==> config.mk <==
export PLATFORM = sky130hd
export DESIGN_NAME = cache_tags_bit_plru
export DESIGN_NICKNAME = d
export VERILOG_FILES = /design/src/hw/rtl/cbp_pkg.sv /design/src/hw/rtl/cbp_tag_ram.sv /design/src/hw/rtl/cbp_way_logic.sv /design/src/hw/rtl/cache_tags_bit_plru.sv
export VERILOG_INCLUDE_DIRS = /design/src /design/src/hw/rtl
export SDC_FILE = /design/constraint.sdc
export NUM_CORES = 2
export LEC_CHECK = 0
export ABC_CLOCK_PERIOD_IN_PS = 16600
export BUFFER_PORTS_ARGS = -buffer_cell sky130_fd_sc_hd__buf_2
export CORE_MARGIN = 5
export CORE_UTILIZATION = 65
export CTS_BUF_LIST = sky130_fd_sc_hd__clkbuf_2 sky130_fd_sc_hd__clkbuf_4 sky130_fd_sc_hd__clkbuf_8
export CTS_CLUSTER_SIZE = 24
export DETAILED_ROUTE_END_ITERATION = 6
export PLACE_DENSITY = 0.82
export RECOVER_POWER = 25
export SYNTH_ARGS = -nofsm -noshare
export SYNTH_HDL_FRONTEND = slang
export SYNTH_HIERARCHICAL = 1
export SYNTH_SLANG_ARGS = --single-unit
export TNS_END_PERCENT = 20
==> constraint.sdc <==
create_clock -name aclk -period 16.6 [get_ports aclk]
set_clock_uncertainty 0.05 [all_clocks]
set_input_delay 0.83 -clock aclk [delete_from_list [all_inputs] [get_ports aclk]]
set_output_delay 0.83 -clock aclk [all_outputs]
set_load 0.01 [all_outputs]
==> src/hw/rtl/cache_tags_bit_plru_defines.svh <==
// Assertion macros shared by the tag store RTL.
`ifndef CACHE_TAGS_BIT_PLRU_DEFINES_SVH
`define CACHE_TAGS_BIT_PLRU_DEFINES_SVH

`ifndef SYNTH
// Same-cycle implication, disabled in reset.
`define CBP_ASSERT_IMPL(label, clk, rstn, ante, cons, msg) \
    label: assert property (@(posedge clk) disable iff (!rstn) (ante) |-> (cons)) \
        else $error(msg);
// Next-cycle implication, disabled in reset.
`define CBP_ASSERT_NEXT(label, clk, rstn, ante, cons, msg) \
    label: assert property (@(posedge clk) disable iff (!rstn) (ante) |=> (cons)) \
        else $error(msg);
`else
`define CBP_ASSERT_IMPL(label, clk, rstn, ante, cons, msg)
`define CBP_ASSERT_NEXT(label, clk, rstn, ante, cons, msg)
`endif

`endif

==> src/hw/rtl/cbp_pkg.sv <==
// Shared types and constants of the bit-PLRU cache tag store.
`default_nettype none

package cbp_pkg;

    // Fixed field widths of the streams and config port
    localparam int ADDR_W     = 16;
    localparam int MODE_W     = 2;
    localparam int CFG_IDX_W  = 2;
    localparam int CFG_DATA_W = 3;
    localparam int OUT_DATA_W = 8;
    localparam int OUT_WAY_W  = 2;

    // Operation codes carried in tuser
    typedef enum logic [MODE_W-1:0] {
        MODE_LOOKUP = 2'd0,
        MODE_FILL   = 2'd1,
        MODE_INVAL  = 2'd2
    } mode_t;

    // Config register indexes
    typedef enum logic [CFG_IDX_W-1:0] {
        REG_BLOCK_SIZE_LOG2 = 2'd0,
        REG_SETS_LOG2       = 2'd1,
        REG_WAYS_USED       = 2'd2
    } cfg_reg_t;

    // Reset values of the config registers
    localparam logic [CFG_DATA_W-1:0] RST_BLOCK_SIZE_LOG2 = 3'd2;
    localparam logic [CFG_DATA_W-1:0] RST_SETS_LOG2       = 3'd4;
    localparam logic [CFG_DATA_W-1:0] RST_WAYS_USED       = 3'd4;

    // Result beat, hit in bit 0
    typedef struct packed {
        logic [OUT_WAY_W-1:0] way;
        logic                 hit;
    } res_t;

    // Top-level sequencer states
    typedef enum logic {
        ST_CLEAR,
        ST_RUN
    } state_t;

endpackage

`default_nettype wire

==> src/hw/rtl/cbp_tag_ram.sv <==
// Synchronous row memory: one write port, one registered read port.
`default_nettype none

module cbp_tag_ram #(
    parameter int DEPTH  = 16,
    parameter int IDX_W  = 4,
    parameter int DATA_W = 72
) (
    input  wire logic              aclk,
    input  wire logic              we,
    input  wire logic [IDX_W-1:0]  waddr,
    input  wire logic [DATA_W-1:0] wdata,
    input  wire logic              re,
    input  wire logic [IDX_W-1:0]  raddr,
    output logic      [DATA_W-1:0] rdata
);

    logic [DATA_W-1:0] mem [DEPTH];
    logic [DATA_W-1:0] rdata_reg;

    // Write port
    always_ff @(posedge aclk) begin
        if (we) begin
            mem[waddr] <= wdata;
        end
    end

    // Read port, old data on a same-address write
    always_ff @(posedge aclk) begin
        if (re) begin
            rdata_reg <= mem[raddr];
        end
    end

    assign rdata = rdata_reg;

endmodule

`default_nettype wire

==> src/hw/rtl/cbp_way_logic.sv <==
// Way compare, victim pick and MRU-bit update for one set row.
`default_nettype none

module cbp_way_logic #(
    parameter int WAYS  = 4,
    parameter int TAG_W = 16,
    parameter int NW_W  = 3
) (
    input  wire logic [WAYS*(TAG_W+2)-1:0] row_in,
    input  wire cbp_pkg::mode_t            mode,
    input  wire logic [TAG_W-1:0]          tag,
    input  wire logic [NW_W-1:0]           nw,
    output logic      [WAYS*(TAG_W+2)-1:0] row_out,
    output cbp_pkg::res_t                  res
);

    localparam int EW    = TAG_W + 2;
    localparam int WAY_W = (WAYS > 1) ? $clog2(WAYS) : 1;

    logic [TAG_W-1:0] tags   [WAYS];
    logic [TAG_W-1:0] tags_n [WAYS];
    logic [WAYS-1:0]  valid, valid_n, mru, mru_n;
    logic [WAYS-1:0]  in_use, match, mru_free;
    logic [WAYS-1:0]  tgt_oh, mru_set, mru_touch;
    logic [WAY_W-1:0] hit_idx, free_idx, tgt_idx, res_idx;
    logic             any_hit, all_set, one_way, res_hit;
    logic [31:0]      res_idx32;

    // Unpack the row and compare every way in parallel
    always_comb begin
        for (int i = 0; i < WAYS; i++) begin
            tags[i]     = row_in[i*EW +: TAG_W];
            valid[i]    = row_in[i*EW + TAG_W];
            mru[i]      = row_in[i*EW + TAG_W + 1];
            in_use[i]   = 32'(nw) > 32'(i);
            match[i]    = in_use[i] && valid[i] && (tags[i] == tag);
            mru_free[i] = in_use[i] && !mru[i];
        end
    end

    // First matching way and first way with a clear MRU bit
    always_comb begin
        hit_idx  = '0;
        free_idx = '0;
        for (int i = WAYS - 1; i >= 0; i--) begin
            if (match[i]) begin
                hit_idx = WAY_W'(i);
            end
            if (mru_free[i]) begin
                free_idx = WAY_W'(i);
            end
        end
    end

    assign any_hit = |match;
    assign tgt_idx = (mode == cbp_pkg::MODE_FILL) ? free_idx : hit_idx;
    assign one_way = (nw == NW_W'(1));

    // Touch: set the target bit, clear the rest once all used bits are set (all of them with one way)
    always_comb begin
        for (int i = 0; i < WAYS; i++) begin
            tgt_oh[i] = (WAY_W'(i) == tgt_idx);
        end
        mru_set = mru | tgt_oh;
        all_set = &(mru_set | ~in_use);
        for (int i = 0; i < WAYS; i++) begin
            mru_touch[i] = (all_set && in_use[i] && (!tgt_oh[i] || one_way))
                           ? 1'b0 : mru_set[i];
        end
    end

    // Row update per operation
    always_comb begin
        for (int i = 0; i < WAYS; i++) begin
            tags_n[i] = tags[i];
        end
        valid_n = valid;
        mru_n   = mru;
        res_hit = 1'b0;
        res_idx = '0;
        case (mode)
            cbp_pkg::MODE_LOOKUP: begin
                if (any_hit) begin
                    res_hit = 1'b1;
                    res_idx = hit_idx;
                    mru_n   = mru_touch;
                end
            end
            cbp_pkg::MODE_FILL: begin
                res_idx = free_idx;
                for (int i = 0; i < WAYS; i++) begin
                    if (tgt_oh[i]) begin
                        tags_n[i]  = tag;
                        valid_n[i] = 1'b1;
                    end
                end
                mru_n = mru_touch;
            end
            cbp_pkg::MODE_INVAL: begin
                if (any_hit) begin
                    res_hit = 1'b1;
                    res_idx = hit_idx;
                    for (int i = 0; i < WAYS; i++) begin
                        if (tgt_oh[i]) begin
                            valid_n[i] = 1'b0;
                        end
                    end
                end
            end
            default: begin
                res_hit = 1'b0;
            end
        endcase
    end

    // Repack
    always_comb begin
        for (int i = 0; i < WAYS; i++) begin
            row_out[i*EW +: TAG_W]  = tags_n[i];
            row_out[i*EW + TAG_W]   = valid_n[i];
            row_out[i*EW + TAG_W + 1] = mru_n[i];
        end
    end

    assign res_idx32 = 32'(res_idx);
    assign res.hit   = res_hit;
    assign res.way   = res_idx32[cbp_pkg::OUT_WAY_W-1:0];

endmodule

`default_nettype wire

==> src/hw/rtl/cache_tags_bit_plru.sv <==
// Top level of the bit-PLRU cache tag store: config, pipeline, clear pass.
//
//  Channel  | Ports                       | Beat contents
//  ---------+-----------------------------+---------------------------------
//  input    | s_tvalid s_tready s_tdata   | tdata: phys_addr; tuser: mode
//  result   | m_tvalid m_tready m_tdata   | tdata: hit, way, zero pad
//  config   | cfg_we cfg_addr cfg_wdata   | register index, value
//
// One beat per cycle sustained while the result does not stall; the set row is read at
// the accepting edge, then compare and write-back run in the next stage, whose result sets m_tvalid.
// Back-to-back beats to the same set use the forwarded row, not the memory.
// After reset a clear pass zeroes every row of the set memory, with s_tready low.
// A stalled result holds the compare stage; input stalls only then and during the clear pass.
`default_nettype none
`include "cache_tags_bit_plru_defines.svh"

module cache_tags_bit_plru #(
    parameter int SETS      = 16,
    parameter int WAYS      = 4,
    parameter int ADDR_BITS = 16
) (
    input  wire logic                              aclk,
    input  wire logic                              aresetn,
    // tdata: phys_addr[15:0]
    input  wire logic                              s_tvalid,
    output logic                                   s_tready,
    input  wire logic [cbp_pkg::ADDR_W-1:0]        s_tdata,
    // tuser: mode[1:0]
    input  wire logic [cbp_pkg::MODE_W-1:0]        s_tuser,
    // tdata: hit[0], way[2:1], zero[7:3]
    output logic                                   m_tvalid,
    input  wire logic                              m_tready,
    output logic      [cbp_pkg::OUT_DATA_W-1:0]    m_tdata,
    input  wire logic                              cfg_we,
    input  wire logic [cbp_pkg::CFG_IDX_W-1:0]     cfg_addr,
    input  wire logic [cbp_pkg::CFG_DATA_W-1:0]    cfg_wdata
);

    localparam int AW     = (ADDR_BITS < cbp_pkg::ADDR_W) ? ADDR_BITS : cbp_pkg::ADDR_W;
    localparam int SET_W  = (SETS > 1) ? $clog2(SETS) : 1;
    localparam int SL_MAX = $clog2(SETS + 1) - 1;
    localparam int NW_W   = $clog2(WAYS + 1);
    localparam int ROW_W  = WAYS * (AW + 2);

    // Config registers
    logic [cbp_pkg::CFG_DATA_W-1:0] blk_log2_reg, sets_log2_reg, ways_used_reg;

    always_ff @(posedge aclk) begin
        if (!aresetn) begin
            blk_log2_reg  <= cbp_pkg::RST_BLOCK_SIZE_LOG2;
            sets_log2_reg <= cbp_pkg::RST_SETS_LOG2;
            ways_used_reg <= cbp_pkg::RST_WAYS_USED;
        end else if (cfg_we) begin
            case (cbp_pkg::cfg_reg_t'(cfg_addr))
                cbp_pkg::REG_BLOCK_SIZE_LOG2: blk_log2_reg  <= cfg_wdata;
                cbp_pkg::REG_SETS_LOG2:       sets_log2_reg <= cfg_wdata;
                cbp_pkg::REG_WAYS_USED:       ways_used_reg <= cfg_wdata;
                default: begin
                end
            endcase
        end
    end

    // Effective set bits and way count
    logic [cbp_pkg::CFG_DATA_W-1:0] sl_eff;
    logic [NW_W-1:0]                nw;

    always_comb begin
        sl_eff = (32'(sets_log2_reg) > SL_MAX) ? cbp_pkg::CFG_DATA_W'(SL_MAX) : sets_log2_reg;
        if (ways_used_reg == '0) begin
            nw = NW_W'(1);
        end else if (32'(ways_used_reg) > WAYS) begin
            nw = NW_W'(WAYS);
        end else begin
            nw = NW_W'(ways_used_reg);
        end
    end

    // Address split: offset dropped, set index, tag
    logic [31:0]      blk32, set32, tag32;
    logic [SET_W-1:0] in_set;
    logic [AW-1:0]    in_tag;

    always_comb begin
        blk32  = 32'(s_tdata[AW-1:0]) >> blk_log2_reg;
        set32  = blk32 & ((32'd1 << sl_eff) - 32'd1);
        tag32  = blk32 >> sl_eff;
        in_set = set32[SET_W-1:0];
        in_tag = tag32[AW-1:0];
    end

    // Clear-pass sequencer
    cbp_pkg::state_t  state_reg, state_next;
    logic [SET_W-1:0] clr_cnt_reg, clr_cnt_next;
    logic             clearing;

    always_comb begin
        state_next = state_reg;
        case (state_reg)
            cbp_pkg::ST_CLEAR: begin
                if (32'(clr_cnt_reg) == SETS - 1) begin
                    state_next = cbp_pkg::ST_RUN;
                end
            end
            cbp_pkg::ST_RUN: state_next = cbp_pkg::ST_RUN;
            default:         state_next = cbp_pkg::ST_CLEAR;
        endcase
    end

    always_comb begin
        clearing     = 1'b0;
        clr_cnt_next = clr_cnt_reg;
        case (state_reg)
            cbp_pkg::ST_CLEAR: begin
                clearing     = 1'b1;
                clr_cnt_next = clr_cnt_reg + SET_W'(1);
            end
            cbp_pkg::ST_RUN: clearing = 1'b0;
            default:         clearing = 1'b0;
        endcase
    end

    always_ff @(posedge aclk) begin
        if (!aresetn) begin
            state_reg   <= cbp_pkg::ST_CLEAR;
            clr_cnt_reg <= '0;
        end else begin
            state_reg   <= state_next;
            clr_cnt_reg <= clr_cnt_next;
        end
    end

    // Handshake and stage control
    logic           s1_valid_reg, s1_fire, out_free, in_fire;
    logic           fwd_reg, fwd_next;
    cbp_pkg::mode_t s1_mode_reg;
    logic [SET_W-1:0] s1_set_reg;
    logic [AW-1:0]    s1_tag_reg;
    logic [ROW_W-1:0] fwd_row_reg, rd_row, cur_row, new_row;
    cbp_pkg::res_t    s1_res, res_reg;
    logic             m_valid_reg;

    assign out_free = !m_valid_reg || m_tready;
    assign s1_fire  = s1_valid_reg && out_free;
    assign s_tready = !clearing && (!s1_valid_reg || out_free);
    assign in_fire  = s_tvalid && s_tready;
    assign fwd_next = s1_fire && (s1_set_reg == in_set);

    // Set row memory
    logic             ram_we;
    logic [SET_W-1:0] ram_waddr;
    logic [ROW_W-1:0] ram_wdata;

    always_comb begin
        ram_we    = clearing || s1_fire;
        ram_waddr = clearing ? clr_cnt_reg : s1_set_reg;
        ram_wdata = clearing ? '0 : new_row;
    end

    cbp_tag_ram #(
        .DEPTH  (SETS),
        .IDX_W  (SET_W),
        .DATA_W (ROW_W)
    ) u_ram (
        .aclk  (aclk),
        .we    (ram_we),
        .waddr (ram_waddr),
        .wdata (ram_wdata),
        .re    (in_fire),
        .raddr (in_set),
        .rdata (rd_row)
    );

    // Compare stage: forwarded row wins over a stale read
    assign cur_row = fwd_reg ? fwd_row_reg : rd_row;

    cbp_way_logic #(
        .WAYS  (WAYS),
        .TAG_W (AW),
        .NW_W  (NW_W)
    ) u_way (
        .row_in  (cur_row),
        .mode    (s1_mode_reg),
        .tag     (s1_tag_reg),
        .nw      (nw),
        .row_out (new_row),
        .res     (s1_res)
    );

    // Stage 1 control
    always_ff @(posedge aclk) begin
        if (!aresetn) begin
            s1_valid_reg <= 1'b0;
            fwd_reg      <= 1'b0;
        end else if (in_fire) begin
            s1_valid_reg <= 1'b1;
            fwd_reg      <= fwd_next;
        end else if (s1_fire) begin
            s1_valid_reg <= 1'b0;
            fwd_reg      <= 1'b0;
        end
    end

    // Stage 1 payload
    always_ff @(posedge aclk) begin
        if (in_fire) begin
            s1_mode_reg <= cbp_pkg::mode_t'(s_tuser);
            s1_set_reg  <= in_set;
            s1_tag_reg  <= in_tag;
            fwd_row_reg <= new_row;
        end
    end

    // Output register
    always_ff @(posedge aclk) begin
        if (!aresetn) begin
            m_valid_reg <= 1'b0;
        end else if (s1_fire) begin
            m_valid_reg <= 1'b1;
        end else if (m_tready) begin
            m_valid_reg <= 1'b0;
        end
    end

    always_ff @(posedge aclk) begin
        if (s1_fire) begin
            res_reg <= s1_res;
        end
    end

    assign m_tvalid = m_valid_reg;
    assign m_tdata  = cbp_pkg::OUT_DATA_W'(res_reg);

    // Checks
    logic s1_fill_fire;
    assign s1_fill_fire = s1_fire && (s1_mode_reg == cbp_pkg::MODE_FILL);

    `CBP_ASSERT_IMPL(a_no_accept_in_clear, aclk, aresetn, clearing, !s_tready, "accept in clear")
    `CBP_ASSERT_IMPL(a_fwd_needs_stage, aclk, aresetn, fwd_reg, s1_valid_reg, "stray fwd")
    `CBP_ASSERT_NEXT(a_fire_to_out, aclk, aresetn, s1_fire, m_valid_reg, "result lost")
    `CBP_ASSERT_NEXT(a_fill_no_hit, aclk, aresetn, s1_fill_fire, !res_reg.hit, "fill hit")

endmodule

`default_nettype wire
---- Word-level counts from Yosys, hierarchy flattened ----
Memory sizes are Yosys's and may differ from the RTL's. A register that Yosys moved wholly into a read port is not among the register bits.
Index checks and enable logic that the tools add are counted.
operators by class
  $add $sub $neg .......................... 2
  order comparisons ....................... 6
  eq/ne operators ......................... 14
  shift-type cells ........................ 3
  mux-type cells .......................... 49
  bitwise gates (word level) .............. 5
  reduce and logical (&&, ||, !) cells .... 54
operator list
  operator             number
  $mux 72              2
  $eq 16x16->1         4
  $mux 16              4
  $mux 64              1
  $shr 16x3->32        1
  $shr 32x3->16        1
  $logic_and 1x1->1    24
  $mux 1               21
  $mux 2               10
  $pmux 4 s2           2
  $mux 4               3
  $logic_not 1->1      11
  $mux 3               3
  $or 4x4->4           2
  $logic_or 1x1->1     7
  $gt 3x1->1 const B   2
  $gt 3x2->1 const B   2
  $gt 3x3->1 const B   2
  $logic_not 2->1      3
  $reduce_and 2->1     3
  $add 4x1->4 const B  1
  $and 4x4->4          1
  $eq 2x1->1 const B   2
  $eq 2x2->1 const A   2
  16 further kinds     19
storage, ports and cells
  register bits after elaboration ......... 114
  bits in writable memories ............... 1,152
  input bits .............................. 28
  logic and storage cells ................. 148
  memories kept ........................... 1
memories
  memory     depth  width  read ports  clocked after Yosys merged registers in  wr ports  RTL line           text
  u_ram.mem  16     72     1           1                                        1         cbp_tag_ram.sv:18  logic [DATA_W-1:0] mem [DEPTH];

---- Logic depth before layout (Yosys ltp) ----
  depth after elaboration ................. 21
  depth in mapped cells ................... 14
  depth with buffers taken out ............ 11

---- Modules after synthesis ----
Netlist, hierarchy kept.
modules (own cells, without submodules)
  module               instances  cells an instance  area an instance (µm²)  sequential area each (µm²)
  cbp_tag_ram          1          1,850              45,270.9                36,755.3
  cache_tags_bit_plru  1          494                6,174.7                 3,253.1
  cbp_way_logic        1          313                2,382.3                 0.0

---- Least setup slack after synthesis ----
No wires, ideal clock.
  path kind ............................... input to register
  from .................................... in m_tready
  to ...................................... reg fwd_row_reg[0], enable pin
  setup time .............................. 0.749 ns
  arrival time ............................ 8.940 ns
  slack ................................... 6.861 ns
  cell stages on the path ................. 2
  path buffers ............................ 0
  cells stage by stage .................... nor2b_1 -> a21oi_1
on the way
  cells in the longest elaborated chain, start to end .. 4
RTL lines
  item                    RTL line                    text
  start: declaration      cache_tags_bit_plru.sv:32   input wire logic m_tready,
  $logic_or 1x1->1        cache_tags_bit_plru.sv:143  assign out_free = !m_valid_reg || m_tready;
  $logic_or 1x1->1        cache_tags_bit_plru.sv:145  assign s_tready = !clearing && (!s1_valid_reg || out_free);
  $logic_and 1x1->1       cache_tags_bit_plru.sv:145
  $logic_and 1x1->1       cache_tags_bit_plru.sv:146  assign in_fire = s_tvalid && s_tready;
  net in_fire             cache_tags_bit_plru.sv:134  logic s1_valid_reg, s1_fire, out_free, in_fire;
  end signal: assignment  cache_tags_bit_plru.sv:210  fwd_row_reg <= new_row;
  end: declaration        cache_tags_bit_plru.sv:139  logic [ROW_W-1:0] fwd_row_reg, rd_row, cur_row, new_row;
The timed path passes the listed nets, and every way through them passes these cells.
A chain may end at the register's enable or synchronous reset.

---- Worst setup path in the final report ----
  from .................................... reg state_reg
  to ...................................... reg fwd_reg
on the way
  cells in the longest elaborated chain, start to end .. 6
  elaborated cells on any way between the ends .. 7
  classes of those cells .................. 2 x mux; 1 x bitwise; 4 x reduce/logical
RTL lines
  item                                                RTL line                    text
  start: declaration                                  cache_tags_bit_plru.sv:93   cbp_pkg::state_t state_reg, state_next;
  start signal: assignment                            cache_tags_bit_plru.sv:125  state_reg <= cbp_pkg::ST_CLEAR;
  start signal: assignment                            cache_tags_bit_plru.sv:128  state_reg <= state_next;
  $not 1->1                                           --
  $pmux 1 s2 (*)                                      cache_tags_bit_plru.sv:113  case (state_reg)
  $logic_not 1->1 (*)                                 cache_tags_bit_plru.sv:145
  $logic_and 1x1->1 (*)                               cache_tags_bit_plru.sv:145
  $logic_and 1x1->1 (*)                               cache_tags_bit_plru.sv:146
  net in_fire                                         cache_tags_bit_plru.sv:134
  $mux 1 / $reduce_bool 2->1 (equally long branches)  --
  end signal: assignment                              cache_tags_bit_plru.sv:197  fwd_reg <= fwd_next;
  end: declaration                                    cache_tags_bit_plru.sv:135  logic fwd_reg, fwd_next;
Mark *: on every way through the listed nets, which the timed path passes. The rest lies on a longest branch.

==> metrics.log <==
[metrics] run status: finished with violations
[metrics] Yosys warning count: 6
[metrics] Sinks on Clock Net: 1,338
[metrics] post-detailed-route DRC marker count: 0
[metrics] number of max-cap violations: 23
[metrics] Period Utilization, post-route: 37.8%
[metrics] setup TNS: 0 ns
[metrics] achievable clock frequency: 0.159 GHz
[metrics] power per standard cell area: 116 mW/mm2
[metrics] clock-pin slew reported for the worst setup and hold paths after clock tree synthesis: 0.06 ns
[metrics] commonest non-fill, non-tap cells in the layout: 1,321 x edfxtp_1, 298 x mux4_2, 200 x clkbuf_8
[metrics] RSZ-0062 raised after global routing: false
[metrics] area of the die: 0.0887 mm2
[metrics] share of final-layout standard cells stronger than drive strength 1: 27.7%
[metrics] initial antenna violation count: 2
[metrics] clock latency reported for the late side of the worst-skew pair: 0.86 ns
[metrics] y dimension of the die: 298 um
[metrics] required time of the critical path: 17.28 ns
[metrics] largest area contributor in the netlist: edfxtp_1
[metrics] Post-CTS Hold Fix Bufs: 0
[metrics] Remaining Overflow, GRT: 0
[metrics] Arr. time, crit path: 6.95 ns
[metrics] Worst Setup Slack, final: 10.33 ns
[metrics] count of final max-slew check failures: 730
[metrics] endpoints failing setup: 0
[metrics] count of input and output buffers: 32
[metrics] area added between synthesis and finish: 9.16%
[metrics] number of enable-type register cells in the synthesized netlist: 1,321
[metrics] most frequent standard cell in the layout excluding fill and tap cells: edfxtp_1
[metrics] number of storage elements in the synthesis netlist: 1,338
[metrics] number of gates resized after cts: 0
[metrics] H-tree level count: 4
[metrics] placed wire-length estimate after detailed placement: 65,400 um
[metrics] vias in the first global route: 28,111
[metrics] number of rows created at floorplan: 105
[metrics] largest net degree at the start of global routing: 167
[metrics] Startpoint Class: flip-flop
[metrics] worst relative slew slack: -181%
[metrics] overall die width: 298 um
[metrics] initial core utilization: 65.6%
[metrics] cell types with the largest area share after synthesis: edfxtp_1 74%, mux4_2 12%, mux2_2 2.2%, a22oi_1 2.0%, nand2_1 1.1%
[metrics] global-route wire length before repair: 184,000 um
[metrics] number of fillers in the final layout: 4,427
[metrics] minimum clock period after layout: 6.27 ns
[metrics] via total after detailed routing: 27,700
[metrics] r2r startpoint: state_reg$_SDFF_PN0_
[metrics] antenna-violating nets left: 0
[metrics] layout net count: 2,821
[metrics] sequential-to-total area share from yosys stat: 74.3%
[metrics] Post-CTS Setup Bufs: 0
[metrics] area used by sequential logic in the layout: 0.0400 mm2
[metrics] Pre-antenna DRT Iters: 6
[metrics] wirelength, routed: 126,000 um
[metrics] leakage power summed over all cells: 0.0193 uW
[metrics] worst min-delay path category: input port to flip-flop
[metrics] Least-Margin Pin Slew: 4.22 ns
[metrics] # IOs: 38
[metrics] DR iter-0 viols: 3,923
[metrics] TritonCTS buffer count: 198
[metrics] hold violation total from the final report: 0
[metrics] category of the critical setup timing path: flip-flop to flip-flop
[metrics] Worst IR Drop VDD: 0.0000875 V
[metrics] clock tree from TritonCTS: built
[metrics] GRT Total Usage: 28.5%
[metrics] Critical path origin: state_reg$_SDFF_PN0_
[metrics] mapped cell area: 0.0538 mm2
[metrics] detailed-route wire length per cell: 31.3 um
[metrics] Post-Place Worst Slack: 10.77 ns
[metrics] Mapped Avg Cell Area: 20.3 um2
[metrics] via density per instance: 6.89
[metrics] final estimated routing congestion in global placement: 0.876
[metrics] maximum buffer depth of the clock tree: 3
[metrics] maximum fanout along the worst path: 166
[metrics] share of synthesized flip-flops with an asynchronous set or reset: 0%
[metrics] Placeable Area: 0.0821 mm2
[metrics] max reg flops: 1,152
[metrics] clock root buffer: clkbuf_8
[metrics] number of unique standard cell types used by synthesis: 76
[metrics] Post-synth top flop: edfxtp_1
[metrics] area of the multi-input gates: 0.0130 mm2
[metrics] startpoint of the tightest hold check path: s_tuser[0]
[metrics] Post-Syn Instances: 2,657
[metrics] violations in the final reports: max-capacitance violations, max-slew violations
[metrics] fraction of synthesized cell area taken by the top area cell type: 73.7%
[metrics] critical path capture point type: flip-flop
-- worst max-delay path, stage by stage (launching register included) --
cell and delay, ns:
dfxtp_1 0.90, clkbuf_1 3.02, nand2_1 0.26, a21oi_1 0.49, buf_12 0.65, nor3_1 0.16, a41o_1 0.27
-- power by group --
part           leakage, uW  internal (uW)  total, uW  switching (uW)
Combinational      0.00468            211        495             284
Sequential          0.0125           3750       3770            19.0
Clock              0.00205           1370       2580            1210
Total               0.0193           5330       6850            1520
-- cell type report --
type	count	share of cell area (%)
clock buffers	266	5.53
well taps	1070	2.28
clock inverters	94	1.03
repair buffers	87	0.894
flip-flops and latches	1338	68.1
inverters	8	0.0511
multi-input cells	1155	22.1
diodes	1	0.00426
-- per-stage QoR --
stage	cell area [um2]	util, %	hold slack, ns	instances	total power [uW]
finish	58800	71.6	0.207	4019	6850
global route	58800	71.6	0.143	4019	7090
CTS	58900	71.8	0.0920	4018	6880
detailed placement	55100	67.1	0.490	3658	4330
global placement	55100	67.1	0.450	3658	4310
floorplan	53800	-	0.427	2661	4210
-- synth_stat cells, types with 9 or more instances --
master and instances:
dfxtp_1 17, mux4_2 298, buf_6 24, and2_1 79
nor2_1 51, mux2_2 107, nand3_1 12, nor2b_1 20
o21ai_0 12, xnor2_1 50, edfxtp_1 1321, nand2_1 154
nand4_1 13, a22oi_1 146, buf_1 9, clkbuf_1 81
buf_4 18, nor3_1 13, mux2i_1 24, mux2_4 20
buf_2 27, a21oi_1 20, xor2_1 18
-- path summary, 6_finish.rpt --
path / endpoint / slack, ns / depth (start not counted)
setup / recovery: fwd_reg$_SDFFE_PN0P_ / 10.33 / 6
hold / removal: s1_mode_reg[0]$_DFFE_PP_ / 0.21 / 1
setup reg to reg: fwd_reg$_SDFFE_PN0P_ / 10.33 / 6
hold reg to reg: m_tvalid$_SDFFE_PN0P_ / 0.47 / 1
-- cells by family after synthesis --
family	share of synthesized area (%)
AOI/OAI and AO/OA	3.30
xor gates and xnor gates	1.11
adders and majority gates	0.116
buffers and inverters	1.72
DFF	74.3
muxes	15.8
other	0.00697
and+or+nand+nor	3.61
-- metal layers --
| layer | wire length (um) | GRT usage (%) | up-vias |
|---|---|---|---|
| li1 | - | - | 11201 |
| met2 | 59400 | 44.1 | 2023 |
| met1 | 44900 | 40.4 | 14181 |
| met3 | 17600 | 8.30 | 295 |
| met4 | 4060 | 8.94 | 0 |
| met5 | 0 | 0 | - |
Note: power is estimated with default switching activity, not from simulation.
